## src/rtl/core/rcfld_pkg.sv

```systemverilog
// Package with shared types and constants for the receiver frame link decoder.
`default_nettype none
package rcfld_pkg;

    typedef logic [2:0] cfg_idx_t;

    localparam cfg_idx_t CFG_RSSI_LIMIT     = 3'd0;
    localparam cfg_idx_t CFG_SW_LOW_LIMIT   = 3'd1;
    localparam cfg_idx_t CFG_SW_MID_LOW     = 3'd2;
    localparam cfg_idx_t CFG_SW_MID_HIGH    = 3'd3;
    localparam cfg_idx_t CFG_SW_HIGH_LIMIT  = 3'd4;

    localparam logic [7:0] END_BYTE       = 8'h7F;
    localparam logic [7:0] RSSI_CEILING   = 8'd245;
    localparam int         RSSI_INDEX     = 8;

    localparam logic [7:0] RSSI_LIMIT_RST = 8'd40;
    localparam logic [7:0] SW_LOW_RST     = 8'hC0;
    localparam logic [7:0] SW_MID_LOW_RST = 8'hEC;
    localparam logic [7:0] SW_MID_HIGH_RST = 8'h14;
    localparam logic [7:0] SW_HIGH_RST    = 8'h40;

    localparam int OUT_DATA_W = 40;

    typedef struct packed {
        logic signed [7:0] low;
        logic signed [7:0] mid_low;
        logic signed [7:0] mid_high;
        logic signed [7:0] high;
    } sw_limits_t;

endpackage
`default_nettype wire

```

## src/rtl/core/rc_frame_link_decoder.sv

```systemverilog
// Top level: frame assembly, link tracking and channel decode of receiver bytes.
// Output: the result is registered at the edge that takes the end byte out of the input
// register, and m_tvalid rises with that result register.
// Throughput: one byte per cycle; the input stage stalls only while a result waits untaken.
// Reset: byte count, link flag, valids and limit registers clear to defaults;
// frame byte storage is not reset.
`default_nettype none
module rc_frame_link_decoder #(
    parameter int FRAME_LEN = 9
) (
    input  wire logic                              clk,
    input  wire logic                              rst_n,
    input  wire logic                              cfg_we,
    input  wire rcfld_pkg::cfg_idx_t               cfg_index,
    input  wire logic [7:0]                        cfg_data,
    input  wire logic                              s_tvalid,
    output logic                                   s_tready,
    // s_tdata: [7:0] rx_byte
    input  wire logic [7:0]                        s_tdata,
    output logic                                   m_tvalid,
    input  wire logic                              m_tready,
    // m_tdata: [0] link_up, [8:1] axis_a, [16:9] axis_b, [24:17] axis_c, [32:25] axis_d,
    //          [33] switch_a, [34] switch_b, [36:35] switch_c, [38:37] switch_d, [39] zero
    output logic [rcfld_pkg::OUT_DATA_W-1:0]       m_tdata,
    // m_tuser: [0] event_res
    output logic                                   m_tuser
);
    import rcfld_pkg::*;

    localparam int IDX_W = $clog2(FRAME_LEN);
    localparam int CNT_W = $clog2(FRAME_LEN + 1);
    localparam logic [CNT_W-1:0] FULL_CNT = CNT_W'(FRAME_LEN);

    logic [7:0]            rssi_limit_reg;
    sw_limits_t            sw_lim_reg;

    logic                  in_valid_reg;
    logic [7:0]            in_byte_reg;
    logic [7:0]            frame_reg [FRAME_LEN];
    logic [CNT_W-1:0]      count_reg;
    logic                  link_reg;

    logic                  out_valid_reg;
    logic                  out_event_reg;
    logic [OUT_DATA_W-1:0] out_data_reg;

    logic                  go;
    logic                  is_end;
    logic                  full;
    logic                  lose;
    logic                  acquire;
    logic                  emit_values;
    logic                  emit;
    logic                  link_next;
    logic [OUT_DATA_W-1:0] data_next;
    logic [7:0]            rssi_u;

    function automatic logic [1:0] classify(input logic [7:0] raw, input logic three,
                                            input sw_limits_t lim);
        logic signed [7:0] v;
        logic [1:0]        pos;
        v = $signed(raw);
        if (v <= lim.low)
            pos = 2'd0;
        else if (three && v <= lim.mid_high && v >= lim.mid_low)
            pos = 2'd1;
        else if (three && v >= lim.high)
            pos = 2'd2;
        else
            pos = 2'd1;
        return pos;
    endfunction

    assign go       = in_valid_reg && (!out_valid_reg || m_tready);
    assign s_tready = !in_valid_reg || go;

    assign is_end  = (in_byte_reg == END_BYTE);
    assign full    = (count_reg == FULL_CNT);
    assign rssi_u  = frame_reg[RSSI_INDEX];
    assign lose    = link_reg && ($signed({rssi_u[7], rssi_u}) < $signed({1'b0, rssi_limit_reg}));
    assign acquire = !link_reg && (rssi_u > rssi_limit_reg) && (rssi_u < RSSI_CEILING);

    always_comb
    begin
        emit_values = 1'b0;
        link_next   = link_reg;
        if (is_end && full)
        begin
            if (lose)
                link_next = 1'b0;
            else if (link_reg || acquire)
            begin
                link_next   = 1'b1;
                emit_values = 1'b1;
            end
        end
    end

    assign emit = is_end && full && (lose || emit_values);

    always_comb
    begin
        data_next = '0;
        if (emit_values)
        begin
            data_next[0]     = 1'b1;
            data_next[8:1]   = frame_reg[0];
            data_next[16:9]  = frame_reg[1];
            data_next[24:17] = frame_reg[2];
            data_next[32:25] = frame_reg[3];
            data_next[33]    = (classify(frame_reg[4], 1'b0, sw_lim_reg) != 2'd0);
            data_next[34]    = (classify(frame_reg[5], 1'b0, sw_lim_reg) != 2'd0);
            data_next[36:35] = classify(frame_reg[6], 1'b1, sw_lim_reg);
            data_next[38:37] = classify(frame_reg[7], 1'b1, sw_lim_reg);
        end
    end

    always_ff @(posedge clk or negedge rst_n)
    begin
        if (!rst_n)
        begin
            rssi_limit_reg       <= RSSI_LIMIT_RST;
            sw_lim_reg.low       <= SW_LOW_RST;
            sw_lim_reg.mid_low   <= SW_MID_LOW_RST;
            sw_lim_reg.mid_high  <= SW_MID_HIGH_RST;
            sw_lim_reg.high      <= SW_HIGH_RST;
            in_valid_reg         <= 1'b0;
            count_reg            <= '0;
            link_reg             <= 1'b0;
            out_valid_reg        <= 1'b0;
        end
        else
        begin
            if (cfg_we)
            begin
                case (cfg_index)
                    CFG_RSSI_LIMIT:    rssi_limit_reg      <= cfg_data;
                    CFG_SW_LOW_LIMIT:  sw_lim_reg.low      <= cfg_data;
                    CFG_SW_MID_LOW:    sw_lim_reg.mid_low  <= cfg_data;
                    CFG_SW_MID_HIGH:   sw_lim_reg.mid_high <= cfg_data;
                    CFG_SW_HIGH_LIMIT: sw_lim_reg.high     <= cfg_data;
                    default: ;
                endcase
            end
            if (s_tready)
                in_valid_reg <= s_tvalid;
            if (go)
            begin
                link_reg <= link_next;
                if (is_end)
                    count_reg <= '0;
                else if (!full)
                    count_reg <= count_reg + 1'b1;
            end
            if (go)
                out_valid_reg <= emit;
            else if (m_tready)
                out_valid_reg <= 1'b0;
        end
    end

    always_ff @(posedge clk)
    begin
        if (s_tready && s_tvalid)
            in_byte_reg <= s_tdata;
        if (go && !is_end && !full)
            frame_reg[count_reg[IDX_W-1:0]] <= in_byte_reg;
        if (go && emit)
        begin
            out_event_reg <= lose;
            out_data_reg  <= data_next;
        end
    end

    assign m_tvalid = out_valid_reg;
    assign m_tdata  = out_data_reg;
    assign m_tuser  = out_event_reg;

endmodule
`default_nettype wire
```

## config.mk

```make
export PLATFORM = sky130hd
export DESIGN_NAME = rc_frame_link_decoder
export DESIGN_NICKNAME = d
export VERILOG_FILES = /design/src/rtl/core/rcfld_pkg.sv /design/src/rtl/core/rc_frame_link_decoder.sv
export SDC_FILE = /design/constraint.sdc
export NUM_CORES = 1
export LEC_CHECK = 0
export ABC_AREA = 1
export BUFFER_PORTS_ARGS = -buffer_cell sky130_fd_sc_hd__buf_4
export CAP_MARGIN = 5
export CORE_MARGIN = 4
export CORE_UTILIZATION = 40
export DETAILED_ROUTE_END_ITERATION = 10
export GPL_TIMING_DRIVEN = 0
export HOLD_SLACK_MARGIN = 0.06
export PLACE_DENSITY_LB_ADDON = 0.1
export SETUP_SLACK_MARGIN = 0.4
export SYNTH_ARGS = -nofsm -noshare
export SYNTH_HDL_FRONTEND = slang
export SYNTH_SLANG_ARGS = --single-unit
```

## constraint.sdc

```tcl
create_clock -name clk -period 2.5 [get_ports clk]
set_input_delay 0.5 -clock clk [delete_from_list [all_inputs] [get_ports clk]]
set_output_delay 0.5 -clock clk [all_outputs]
set_load 0.05 [all_outputs]
```

; ---- Word-level counts from Yosys, hierarchy flattened
; Memory sizes are Yosys's and may differ from the RTL's. A register that Yosys moved wholly into a read port is not among the register bits.
; Index checks and enable logic that the tools add are counted.
[op_classes]
n_reduce_logical = 41
n_lt_le_gt_ge = 13
n_addsub = 1
n_mux = 20
bitwise_logic = 1
eq_ne = 7
[op_table]
columns = op, n
row1 = $le 8x8->1, 6
row2 = $ge 8x8->1, 4
row3 = $logic_and 1x1->1, 12
row4 = $mux 1, 12
row5 = $mux 2, 6
row6 = $reduce_and 2->1, 6
row7 = $logic_not 1->1, 9
row8 = $lt 8x9->1, 1
row9 = $eq 8x7->1 const B, 1
row10 = $gt 8x8->1, 1
row11 = $lt 8x8->1 const B, 1
row12 = $mux 4, 2
row13 = $reduce_bool 2->1, 4
row14 = $eq 3x2->1 const B, 2
row15 = $reduce_or 3->1, 2
row16 = $add 4x1->4 const B, 1
row17 = $eq 4x4->1 const B, 1
row18 = $logic_or 1x1->1, 4
row19 = $reduce_or 2->1, 2
row20 = $eq 3x1->1 const B, 1
row21 = $eq 3x3->1 const B, 1
row22 = $logic_not 3->1, 1
row23 = $reduce_and 3->1, 1
row24 = $ne 2x2->1 const B, 1
row25 = $not 1->1, 1
[word_totals]
in_bits = 24
regBits = 95
wordCells = 101
mem_count = 1
out_inout_bits = 43
mem_bits_rw = 72
[memory_table]
columns = name, depth, word_bits, read_ports, rd_ports_with_merged_regs, write_ports, line_no
row1 = frame_reg, 9, 8, 9, 4, 1, rc_frame_link_decoder.sv:39  ; logic [7:0] frame_reg [FRAME_LEN];

; ---- Logic depth before layout (Yosys ltp)
; An unclocked memory read counts as a cell.
[logic_depth]
ltp_word = 11
depth_mapped = 16
mapped_depth_nobuf = 15

; ---- Least setup slack after synthesis
; Ideal clock, no wire load.
[synth_timing]
kind = register -> register
start = register rssi_limit_reg[3]
end = register out_data_reg[0] (netlist: m_tdata[0]) (enable)
setup_time_ps = 394
arrival_ps = 2142
synth_period_minus_slack_ps = 2536
required_time_ps = 2106
path_slack_ps = -36
path_stages_with_launch = 13
n_path_buf = 0
cell_sequence = dfstp_2 > inv_1 > ha_1 > nand2_1 > inv_2 > nand2_1 > nand2_1 > nand2_1 > nand2_1 > nand2_1 > nand2_1 > nand3_1 > inv_1
[synth_between]
elab_chain_len = 10
word_cells_on_any_way = 12
cone_classes = 2 x order compare / 3 x mux / 7 x reduce/logical
[synth_rtl]
columns = element, line_no
row1 = start: declaration, rc_frame_link_decoder.sv:34  ; logic [7:0] rssi_limit_reg;
row2 = start signal: assignment, rc_frame_link_decoder.sv:137  ; CFG_RSSI_LIMIT: rssi_limit_reg <= cfg_data;
row3 = $gt 8x8->1, rc_frame_link_decoder.sv:81  ; assign acquire = !link_reg && (rssi_u > rssi_limit_reg) && (rssi_u < RSSI_CEILING);
row4 = $logic_and 1x1->1 (2 in series), rc_frame_link_decoder.sv:81
row5 = $logic_or 1x1->1, rc_frame_link_decoder.sv:91  ; else if (link_reg || acquire)
row6 = $mux 1, rc_frame_link_decoder.sv:91
row7 = $mux 1, rc_frame_link_decoder.sv:89  ; if (lose)
row8 = $mux 1, rc_frame_link_decoder.sv:87  ; if (is_end && full)
row9 = $logic_or 1x1->1 *, rc_frame_link_decoder.sv:99  ; assign emit = is_end && full && (lose || emit_values);
row10 = $logic_and 1x1->1 *, rc_frame_link_decoder.sv:99
row11 = $logic_and 1x1->1 *, rc_frame_link_decoder.sv:168  ; if (go && emit)
row12 = end signal: assignment, rc_frame_link_decoder.sv:171  ; out_data_reg <= data_next;
row13 = end: declaration, rc_frame_link_decoder.sv:45  ; logic [OUT_DATA_W-1:0] out_data_reg;
; Mark *: on every way between the ends. The rest lies on a longest branch, timed or not.
; A chain may end at the register's enable or synchronous reset.

; ---- Worst setup path after layout
[layout_timing]
start = register rssi_limit_reg[3]
end = register out_data_reg[2] (netlist: m_tdata[2]), read port of frame_reg, data pin
[layout_between]
word_cells_on_any_way = 13
cone_classes = 2 x order compare / 3 x mux / 8 x reduce/logical
[layout_lines]
columns = element, line_no
row1 = $lt 8x9->1 *, rc_frame_link_decoder.sv:80  ; assign lose = link_reg && ($signed({rssi_u[7], rssi_u}) < $signed({1'b0, rssi_limit_reg}));
row2 = $logic_and 1x1->1 *, rc_frame_link_decoder.sv:80
row3 = via lose, rc_frame_link_decoder.sv:50  ; logic lose;
row4 = $mux 1 *, rc_frame_link_decoder.sv:89
row5 = $mux 1 *, rc_frame_link_decoder.sv:87
row6 = via emit_values, rc_frame_link_decoder.sv:52  ; logic emit_values;
row7 = $logic_or 1x1->1, rc_frame_link_decoder.sv:99
row8 = $logic_and 1x1->1, rc_frame_link_decoder.sv:99
row9 = $logic_and 1x1->1, rc_frame_link_decoder.sv:168
; Mark *: on every way through the listed nets, which the timed path passes. The rest lies on a longest branch.

==> metrics.csv <==
metric,value,unit
outcome,finished clean,
dp_cells,1119,
yosysTopAreaCell,edfxtp_1,
place.gp.congestion,0.884,
grt_max_degree,48,
antenna_left,0,
die-area,0.0236,mm²
wl_per_cell,16.4,µm
switchingPower,0.00246,W
synth_ff_type,edfxtp_1,
cellPowerDensity,749,mW/mm²
slew_viol_final,0,
largest_reg_flops,72,
cts-htree-levels,4,
final_cells,1190,
setup.worst_path.start,rssi_limit_reg[3]$_DFFE_PN1P_,
synth_nets,901,
hold_violations,0,
port_buffers,65,
rsz0062_at_grt,true,
synth.most_common_cell,nand2_1,
crit_path_start_kind,register,
avgSynthCellArea,10.8,µm²
drive_gt1_share,24.8,%
top_layer_used,met4,
drc,0,
fin_ws,0.384,ns
wl_met1,8.88,mm
drv_cap,0,
grt_pass1_vias,5766,
clock_sinks,167,
synth_area_leaders,"edfxtp_1 (43%), ha_1 (14%), dfrtp_1 (10%)",
leakagePower,4.85,nW
worstHoldPathType,in -> async,
path_class,reg -> reg,
grt_pass1_wl,31.2,mm
cp.arrival,2.30,ns
firstDrtPassIters,5,
drtIter0Drc,401,
cts-hold-fix-buffers,0,
initial_core_util,41.2,%
r2r_start,rssi_limit_reg[3]$_DFFE_PN1P_,
finalPower,0.00797,W
antenna_found_initial,0,
clk_latency,0.42,ns
clkPwrFrac,33.7,%
fin_util,51.8,%
area_growth,25.6,%
synth-edff-count,120,
grt_overflow_total,0,
yosys_warnings,0,
synthArstFlopShare,28.1,%
drt_wl_total,19.5,mm
synthTopCellsByCount,"nand2_1 (157), inv_1 (135), edfxtp_1 (120)",
vias_per_cell,4.88,
cellInternalPower,0.00551,W
syn_inst,784,
power_frac_seq,43.8,%
cts_inserted_buffers,17,
cts_tree,built,
wl_met3,898,µm
p_sw_share,30.8,%
fp.dieH,154,µm
synth_cell_types,36,
crit_path_end_kind,register,
period_minus_slack,2.12,ns
root_buffer,clkbuf_16,
grtUsageTotal,17.0,%
ys_ff_latch,167,
peakVddDrop,536,µV
yosysSeqAreaShare,56.6,%
cts_buffer_depth,2,
io_pins,67,
r2r_slack,0.38,ns
diodes,0,
tightest_slew,0.603,ns
max_freq,473,MHz
dp_hpwl,13.6,mm
place_ws,-0.278,ns
die_w,154,µm
path_max_fanout,8,
met2_length,9.36,mm
required,2.69,ns
core,0.0206,mm²
hold_slack,0.0877,ns
combPwrFrac,22.5,%
fin_crit_sh,84.6,%
finalNetCount,1024,
syn_area,0.00848,mm²
skew,0.0129,ns
path_clk_slew,0.07,ns
vias,5803,
synth_top_area_share,42.5,%
num_rows,52,
finalSetupViolCount,0,
maxSlewHeadroom,59.8,%
-- cell usage in the layout, fill, tap and decap left out, types with 3 or more instances in the layout --
| master | n |
|---|---|
| a21o_1 | 4 |
| a21oi_1 | 30 |
| buf_12 | 13 |
| buf_4 | 83 |
| buf_6 | 6 |
| clkbuf_1 | 6 |
| clkbuf_16 | 18 |
| clkinvlp_4 | 6 |
| dfrtp_1 | 35 |
| dfstp_2 | 12 |
| edfxtp_1 | 120 |
| ha_1 | 90 |
| ha_4 | 3 |
| inv_1 | 129 |
| inv_2 | 8 |
| inv_6 | 4 |
| inv_8 | 5 |
| nand2_1 | 146 |
| nand2_2 | 7 |
| nand2_4 | 5 |
| nand3_1 | 14 |
| nand4_1 | 11 |
| nor2_1 | 31 |
| nor2_2 | 4 |
| nor2_4 | 32 |
| nor3_1 | 8 |
| nor3_4 | 6 |
| o21a_1 | 4 |
| o21ai_0 | 51 |
| o21bai_1 | 4 |
-- metrics by stage --
step / cell area, µm² / setup TNS (ns)
2_1_floorplan: 8540 / 0
3_3_place_gp: 9360 / -6.97
3_5_place_dp: 9360 / -14.77
4_1_cts: 10400 / 0
5_1_grt: 10600 / 0
6_report: 10600 / 0
-- cell families (layout without fill, tap and decap cells) --
logic type / count (synthesis) / in the layout / share of synthesized area (%)
buf+inv: 149 / 285 / 7.19
other cells: 1 / 1 / 0.0442
compound gates: 100 / 100 / 6.47
flops: 167 / 167 / 56.6
fa+ha+maj: 93 / 93 / 13.7
simple gates: 273 / 273 / 15.9
xor+xnor: 1 / 1 / 0.103
-- worst max-delay path, stage by stage (launching register included) --
cell and delay (ns):
dfstp_2 0.55, inv_2 0.05, ha_4 0.24, nand2_2 0.06
nand2_2 0.06, nor2_1 0.08, nand2_1 0.06, nand2_1 0.07
nand2_2 0.06, a21oi_4 0.20, nor2_8 0.09, inv_8 0.10
buf_12 0.11, buf_16 0.12, nor2_4 0.03
-- final cells by class --
cell class | count | area [µm²]
buffer | 9 | 86.3
clock buffer | 18 | 429
clock inverter | 14 | 181
fill | 1866 | 9920
inverter | 140 | 539
multi-input combinational | 468 | 3310
sequential | 167 | 4790
tap | 270 | 338
timing repair buffer | 100 | 936
timing repair inverter | 4 | 30.0
-- worst paths after layout --
kind,to,cells after the start
min in group clk,in_byte_reg[7]$_DFFE_PP_,1
max reg2reg,m_tdata[2]$_SDFFCE_PN0P_,14
min,rssi_limit_reg[7]$_DFFE_PN0P_,1
max,m_tdata[2]$_SDFFCE_PN0P_,14
min reg2reg,sw_lim_reg[10]$_DFFE_PN1P_,2
max in group asynchronous,sw_lim_reg[4]$_DFFE_PN0P_,1
-- per-layer routing --
| metal | GRT usage (%) | up-vias |
|---|---|---|
| met1 | 23.2 | 2789 |
| met5 | 0 | - |
| met3 | 2.89 | 24 |
| met4 | 5.30 | 0 |
| met2 | 28.0 | 140 |
| li1 | - | 2850 |
-- power by group through the flow --
stage	clock network [W]	registers (W)	logic (W)
3_5_place_dp	0	0.00359	0.00148
3_3_place_gp	0	0.00358	0.00140
4_1_cts	0.00274	0.00350	0.00169
5_1_grt	0.00287	0.00352	0.00206
6_report	0.00269	0.00349	0.00179
2_1_floorplan	0	0.00348	0.00111
-- timing repair --
action	in CTS	in global routing
cloned	6	0
pin swaps	10	16
resized for setup	36	22
setup buffers	21	12
setup endpoints to repair	142	139
Power figures use the tool's default switching activity.
